File: src/rtl/core/ucb_csr_pkg.sv
`default_nettype none
package ucb_csr_pkg;

  localparam int DEVICES        = 5;
  localparam int CHANNELS       = 2;
  localparam int SPREAD_FACTORS = 3;
  localparam int ROUND_BITS     = 16;

  localparam int ARMS    = CHANNELS * SPREAD_FACTORS;
  localparam int ENTRIES = DEVICES * ARMS;

  localparam int DEV_W  = (DEVICES > 1) ? $clog2(DEVICES) : 1;
  localparam int ARM_W  = (ARMS > 1) ? $clog2(ARMS) : 1;
  localparam int ADDR_W = (ENTRIES > 1) ? $clog2(ENTRIES) : 1;
  localparam int CH_W   = (CHANNELS > 1) ? $clog2(CHANNELS) : 1;
  localparam int SF_W   = (SPREAD_FACTORS > 1) ? $clog2(SPREAD_FACTORS) : 1;
  localparam int E_W    = $clog2(ROUND_BITS);
  localparam int POS_W  = $clog2(DEVICES * ARMS + 1);

  // fixed field widths
  localparam int COIN_W = 25;
  localparam int MASK_W = 5;
  localparam int SUM_W  = 20;
  localparam int PLAY_W = 16;
  localparam int CNT_W  = 20;
  localparam int LN_W   = 20;
  localparam int FRAC_W = 16;
  localparam int X_W    = 31;
  localparam int DIVD_W = 37;
  localparam int DIVS_W = 20;
  localparam int SQ_W   = 19;
  localparam int IDX_W  = 20;
  localparam int MEAN_W = 40;

  localparam logic [31:0] LN2_Q32   = 32'd2977044472;
  localparam logic [SUM_W-1:0] SUM_MAX   = '1;
  localparam logic [PLAY_W-1:0] PLAY_MAX = '1;
  localparam logic [CNT_W-1:0] CNT_MAX   = '1;
  localparam logic signed [MEAN_W-1:0] IDX_HI = 40'sd524287;
  localparam logic signed [MEAN_W-1:0] IDX_LO = -40'sd524288;
  localparam logic signed [MEAN_W-1:0] MEAN_ONE = 40'sd65536;

  typedef struct packed {
    logic              round_start;
    logic              vdiv_start;
    logic              mdiv_start;
    logic              sqrt_start;
    logic              compare;
    logic              update;
    logic              round_end;
    logic [DEV_W-1:0]  dev;
    logic [ARM_W-1:0]  arm;
    logic [CH_W-1:0]   ch;
    logic [SF_W-1:0]   sf;
    logic [ADDR_W-1:0] addr;
  } cmd_t;

  typedef struct packed {
    logic log_done;
    logic div_done;
    logic sqrt_done;
  } stat_t;

endpackage
`default_nettype wire

File: src/rtl/core/ucb_csr_ctrl.sv
`default_nettype none
module ucb_csr_ctrl (
  input  wire logic                clk,
  input  wire logic                rst_n,
  input  wire logic                in_valid,
  output logic                     in_stall,
  output logic                     out_valid,
  input  wire logic                out_stall,
  input  wire ucb_csr_pkg::stat_t  stat,
  output ucb_csr_pkg::cmd_t        cmd
);
  localparam logic [3:0] S_IDLE   = 4'd0;
  localparam logic [3:0] S_LOG    = 4'd1;
  localparam logic [3:0] S_V_GO   = 4'd2;
  localparam logic [3:0] S_V_WAIT = 4'd3;
  localparam logic [3:0] S_S_GO   = 4'd4;
  localparam logic [3:0] S_S_WAIT = 4'd5;
  localparam logic [3:0] S_M_GO   = 4'd6;
  localparam logic [3:0] S_M_WAIT = 4'd7;
  localparam logic [3:0] S_CMP    = 4'd8;
  localparam logic [3:0] S_UPD    = 4'd9;
  localparam logic [3:0] S_OUT    = 4'd10;

  logic [3:0]                     state_r, state_nxt;
  logic [ucb_csr_pkg::DEV_W-1:0]  dev_r, dev_nxt;
  logic [ucb_csr_pkg::ARM_W-1:0]  arm_r, arm_nxt;
  logic [ucb_csr_pkg::CH_W-1:0]   ch_r, ch_nxt;
  logic [ucb_csr_pkg::SF_W-1:0]   sf_r, sf_nxt;
  logic [ucb_csr_pkg::ADDR_W-1:0] addr_r, addr_nxt;

  always_comb begin
    state_nxt = state_r;
    dev_nxt   = dev_r;
    arm_nxt   = arm_r;
    ch_nxt    = ch_r;
    sf_nxt    = sf_r;
    addr_nxt  = addr_r;
    cmd       = '0;
    cmd.dev   = dev_r;
    cmd.arm   = arm_r;
    cmd.ch    = ch_r;
    cmd.sf    = sf_r;
    cmd.addr  = addr_r;
    case (state_r)
      S_IDLE: begin
        if (in_valid) begin
          cmd.round_start = 1'b1;
          dev_nxt   = '0;
          arm_nxt   = '0;
          ch_nxt    = '0;
          sf_nxt    = '0;
          addr_nxt  = '0;
          state_nxt = S_LOG;
        end
      end
      S_LOG:    if (stat.log_done) state_nxt = S_V_GO;
      S_V_GO: begin
        cmd.vdiv_start = 1'b1;
        state_nxt = S_V_WAIT;
      end
      S_V_WAIT: if (stat.div_done) state_nxt = S_S_GO;
      S_S_GO: begin
        cmd.sqrt_start = 1'b1;
        state_nxt = S_S_WAIT;
      end
      S_S_WAIT: if (stat.sqrt_done) state_nxt = S_M_GO;
      S_M_GO: begin
        cmd.mdiv_start = 1'b1;
        state_nxt = S_M_WAIT;
      end
      S_M_WAIT: if (stat.div_done) state_nxt = S_CMP;
      S_CMP: begin
        cmd.compare = 1'b1;
        addr_nxt = addr_r + 1'b1;
        if (arm_r == ucb_csr_pkg::ARM_W'(ucb_csr_pkg::ARMS - 1)) begin
          state_nxt = S_UPD;
        end else begin
          arm_nxt = arm_r + 1'b1;
          if (sf_r == ucb_csr_pkg::SF_W'(ucb_csr_pkg::SPREAD_FACTORS - 1)) begin
            sf_nxt = '0;
            ch_nxt = ch_r + 1'b1;
          end else begin
            sf_nxt = sf_r + 1'b1;
          end
          state_nxt = S_V_GO;
        end
      end
      S_UPD: begin
        cmd.update = 1'b1;
        state_nxt = S_OUT;
      end
      S_OUT: begin
        if (!out_stall) begin
          arm_nxt = '0;
          ch_nxt  = '0;
          sf_nxt  = '0;
          if (dev_r == ucb_csr_pkg::DEV_W'(ucb_csr_pkg::DEVICES - 1)) begin
            cmd.round_end = 1'b1;
            state_nxt = S_IDLE;
          end else begin
            dev_nxt   = dev_r + 1'b1;
            state_nxt = S_V_GO;
          end
        end
      end
      default: state_nxt = S_IDLE;
    endcase
  end

  always_ff @(posedge clk) begin
    dev_r  <= dev_nxt;
    arm_r  <= arm_nxt;
    ch_r   <= ch_nxt;
    sf_r   <= sf_nxt;
    addr_r <= addr_nxt;
    if (!rst_n) state_r <= S_IDLE;
    else        state_r <= state_nxt;
  end

  assign in_stall  = (state_r != S_IDLE);
  assign out_valid = (state_r == S_OUT);
endmodule
`default_nettype wire

File: config.mk
export PLATFORM = sky130hd
export DESIGN_NAME = ucb_csr_ctrl
export DESIGN_NICKNAME = d
export VERILOG_FILES = /design/src/rtl/core/ucb_csr_pkg.sv /design/src/rtl/core/ucb_csr_ctrl.sv
export SDC_FILE = /design/constraint.sdc
export NUM_CORES = 1
export LEC_CHECK = 0
export ABC_CLOCK_PERIOD_IN_PS = 2800
export BUFFER_PORTS_ARGS = -buffer_cell sky130_fd_sc_hd__buf_2
export CORE_UTILIZATION = 35
export DETAILED_ROUTE_END_ITERATION = 8
export GPL_TIMING_DRIVEN = 1
export PLACE_DENSITY = 0.61
export SLEW_MARGIN = 10
export SYNTH_ARGS = -nofsm -noshare
export SYNTH_HDL_FRONTEND = slang
export SYNTH_SLANG_ARGS = --single-unit
File: constraint.sdc
create_clock -name clk -period 2.8 [get_ports clk]
set_clock_uncertainty 0.05 [all_clocks]
set_input_delay 0.14 -clock clk [delete_from_list [all_inputs] [get_ports clk]]
set_output_delay 0.14 -clock clk [all_outputs]
set_load 0.1 [all_outputs]
=== Word level (Yosys, flattened, before mapping) ===
Index checks and enable logic that the tools add are counted.

* Bits in registers: 18
* Input port bits: 7
* Output and inout bits: 23
* Word-level logic and storage cells: 81

* Add/subtract/negate cells: 5
* Equal/unequal tests: 22
* Muxes and demuxes: 38
* Reductions and logical operators: 10

{| class="wikitable"
|+ Operators by type and width
! cell !! count
|-
| one-hot mux 4 bit (11 select lines) || 1
|-
| 2-to-1 mux 4 bit || 7
|-
| != test 2 bit (second input constant) || 9
|-
| equality test 4 x 3 -> 1 bit (second input constant) || 4
|-
| 2-to-1 mux 3 bit || 5
|-
| 2-to-1 mux 1 bit || 14
|-
| equality test 4 bit (second input constant) || 3
|-
| 2-to-1 mux 2 bit || 5
|-
| one-hot mux 5 bit (2 select lines) || 1
|-
| one-hot mux 3 bit (3 select lines) || 1
|-
| equality test 4 x 2 -> 1 bit (second input constant) || 2
|-
| AND reduction 4 bit || 2
|-
| adder 3 x 1 -> 3 bit (second input constant) || 2
|-
| equality test 3 bit (second input constant) || 2
|-
| one-hot mux 2 bit (3 select lines) || 1
|-
| one-hot mux 3 bit (2 select lines) || 1
|-
| AND reduction 6 bit || 1
|-
| adder 5 x 1 -> 5 bit (second input constant) || 1
|-
| 2-to-1 mux 5 bit || 1
|-
| AND reduction 5 bit || 1
|-
| equality test 4 x 1 -> 1 bit (second input constant) || 1
|-
| logical NOT 4 bit || 1
|-
| nonzero test 2 bit || 2
|-
| nonzero test 4 bit || 1
|-
| 6 further kinds || 6
|}

=== Depth between registers and ports, before layout ===
* Depth after elaboration: 4
* Mapped depth: 6
* Gate-level depth less buffers: 6

=== Least setup slack after synthesis ===
No wires, ideal clock.

* Path kind: register -> output
* From: reg state_r[0]
* To: out cmd[15] (netlist name)
* Arrival: 3462 ps
* Data required time: 2610 ps
* Setup slack: -852 ps
* Stages on the path, launching flop included: 3
* Cells stage by stage: dfxtp_1 buf_2 nor4bb_1

{| class="wikitable"
|+ RTL lines
! what !! line !! text
|-
| start: declaration || ucb_csr_ctrl.sv:24 || <nowiki>logic [3:0] state_r, state_nxt;</nowiki>
|-
| start signal: assignment || ucb_csr_ctrl.sv:117 || <nowiki>else state_r <= state_nxt;</nowiki>
|-
| end: declaration || ucb_csr_ctrl.sv:10 || <nowiki>output ucb_csr_pkg::cmd_t cmd</nowiki>
|}

==> impl_metrics.toml <==
[layout]
antenna_cells = 0
nNetsFinal = 152
drive_gt1_frac = 0.319
fin_cells = 182
design_area_um2 = 1310
syn2layout_area_growth_pct = 18.9
fin_util = 0.433

[worst_setup_path]
cp-end-kind = "output pin"
startpoint_type = "flip-flop"
cp_data_arrival_time_ps = 2080
path_class = "flip-flop to output pin"
path_cells = "nand3_1 > nor3_2 > buf_2"
path_max_fanout = 22
critPathTopFamily = "flip-flops"
cp.buffers_inverters = 1
cpPeakStageDelay_ps = 780
cp_slowest_cell = "dfxtp_1"
cp.required_ps = 2610

[drt]
num_vias = 870
routed_via_density = 4.78
drc = 0
first_pass_iters = 4
routed_wl_um = 2050
ant_nets = 0
routedWlPerCell_um = 11.3
drtIter0Drc = 30

[logic_synthesis]
synthMuxAreaShare = 0.0181
synth_nets = 125
syn-mean-instance-area_um2 = 9.85
ys_seq_area_frac = 0.454
yosys.area_share.simple = 0.265
yosys.area_share.adder = 0.0680
synth.distinct_cells = 37
synth_compound_area_frac = 0.0805
synth_warnings = 0
synthXorXnorAreaFrac = 0.0476
syn-cell-area_um2 = 1100
synthCells = 112
synth_top_family_by_area = "simple AND/OR/NAND/NOR gates"
synth-seq-cells = 18

[worst_hold_path]
min_path_type = "input pin to flip-flop"

[timing]
finalCriticalPeriod_ps = 2270
fmax_mhz = 440
setup_viol = 0
grt_setup_unrepaired = "no"
tightest_slew_ps = 783
finalMaxSlewViolations = 0
timing.hold.ws_ps = 80.1
slew_headroom = 0.474
tns_ps = 0
finalHoldViolations = 0
setup_ws_ps = 529
post-route-period-util = 0.811

[floorplan]
core_area_um2 = 3030
initial_utilization = 0.364
die_w_um = 58.2
ios = 30
die_y_um = 58.2
die_area_um2 = 3380
fp-row-count = 20

[power_and_ir_drop]
total_leakage_power_nw = 0.580
p_total_mw = 0.950
power_density_nw_per_um2 = 724
vdd_drop_max_uv = 287

[clock_tree]
post_cts_resized = 0
h-tree-depth = 1
numCtsBuffers = 3
cts_root_buffer = "clkbuf_4"
clock_path_buffers = 2
holdBufCountCts = 0
clock_sinks = 18
clk_pin_slew_worst_paths_ps = 100
cts_tree = "done"
clk_latency_ps = 290
post-cts-setup-buffer-count = 0

[placed_design]
gp_congestion = 0.734
place_area_um2 = 1280
dp.final_hpwl_um = 1630
dp_slack_ps = 814
port_buffers = 29
place_inst = 178

[grt]
first_global_vias = 765
antenna_found_initial = 0
grt_max_degree = 23
grtUsageTotal = 0.128
grt_pass1_wl_um = 3310
grt_overflow_total = 0

[job]
drv_cap = 0

[outcome]
outcome = "finished, final reports clean"
worst reg2reg max path: cells and delay by family (launching register included):
kind            cells  cell delay (ps)
compound gates      3              870
flops               1              780
cells in the mapped netlist:
cell / n / area (um2)
xnor2_1: 3 / 26.3
buf_4: 2 / 15.0
inv_2: 1 / 3.75
and4bb_1: 1 / 12.5
and4b_1: 1 / 10.0
o211ai_1: 1 / 7.51
a31oi_2: 1 / 12.5
nand4_1: 1 / 6.26
nand3_1: 5 / 25.0
nor3b_1: 1 / 7.51
ha_1: 6 / 75.1
o22ai_1: 1 / 6.26
a211o_1: 1 / 8.76
nor4b_2: 1 / 15.0
a21oi_1: 2 / 10.0
nor4bb_1: 1 / 10.0
buf_2: 5 / 25.0
nor3_1: 4 / 20.0
o31a_1: 1 / 8.76
edfxtp_1: 14 / 420
buf_6: 1 / 11.3
o21a_1: 2 / 15.0
inv_1: 5 / 18.8
or2_1: 1 / 6.26
nor2_1: 14 / 52.6
dfxtp_1: 4 / 80.1
mux2i_1: 2 / 20.0
nand2b_1: 2 / 12.5
and2_1: 2 / 12.5
and3_1: 4 / 25.0
xor2_1: 3 / 26.3
nor2_2: 2 / 12.5
o21ai_1: 2 / 10.0
nand3b_1: 1 / 7.51
o21ai_0: 2 / 10.0
nand2_1: 10 / 37.5
nor3_2: 2 / 20.0
power by group:
part | switching [mW] | total (mW) | leakage, nW | internal [mW]
Combinational | 0.343 | 0.419 | 0.387 | 0.0760
Sequential | 0.0479 | 0.376 | 0.172 | 0.328
Clock | 0.0762 | 0.155 | 0.0210 | 0.0792
layout by cell type (no fill, tap or decap), types with 3 or more instances in the layout:
master / n
nor3_2: 4
xnor2_1: 3
clkbuf_4: 3
and3_1: 4
inv_1: 5
ha_1: 6
nand3_1: 5
buf_2: 29
xor2_1: 3
nand2_1: 10
dfxtp_1: 4
nor2_1: 14
edfxtp_1: 14
sequential cells by signal, indices dropped and copies added (netlist names):
register / cells
arm_r: 3
dev_r: 3
ch_r: 1
state_r: 4
addr_r: 5
sf_r: 2
worst paths after layout:
| check | to | startpoint | slack, ps | cells past startpoint |
|---|---|---|---|---|
| worst max-delay path | cmd[14] | state_r[1] | 530 | 3 |
| worst min-delay path | state_r[0] | rst_n | 80 | 3 |
| worst max register to register | ch_r | state_r[1] | 830 | 3 |
| worst min register to register | ch_r | ch_r | 530 | 1 |
area by class of cell:
| type | count | area (um2) |
|---|---|---|
| fillers | 311 | 1720 |
| multi-input cells | 80 | 546 |
| flip-flops and latches | 18 | 500 |
| repair buffers | 30 | 153 |
| well taps | 44 | 55.1 |
| clock buffers | 4 | 36.3 |
| inverters | 6 | 22.5 |
metal layers:
layer	routed length [um]	GRT usage	vias up	part of all wire
met5	0	0	-	0
met4	29	0.0612	0	0.014
met3	136	0.0290	4	0.066
met2	966	0.200	31	0.47
met1	921	0.167	394	0.45
li1	-	-	441	-
cells by family after synthesis:
logic type	Yosys count
xor+xnor	6
fa+ha+maj	6
flops	18
buf+inv	14
compound gates	13
simple gates	53
mux	2
No activity file was read; power rests on OpenSTA's default activity.
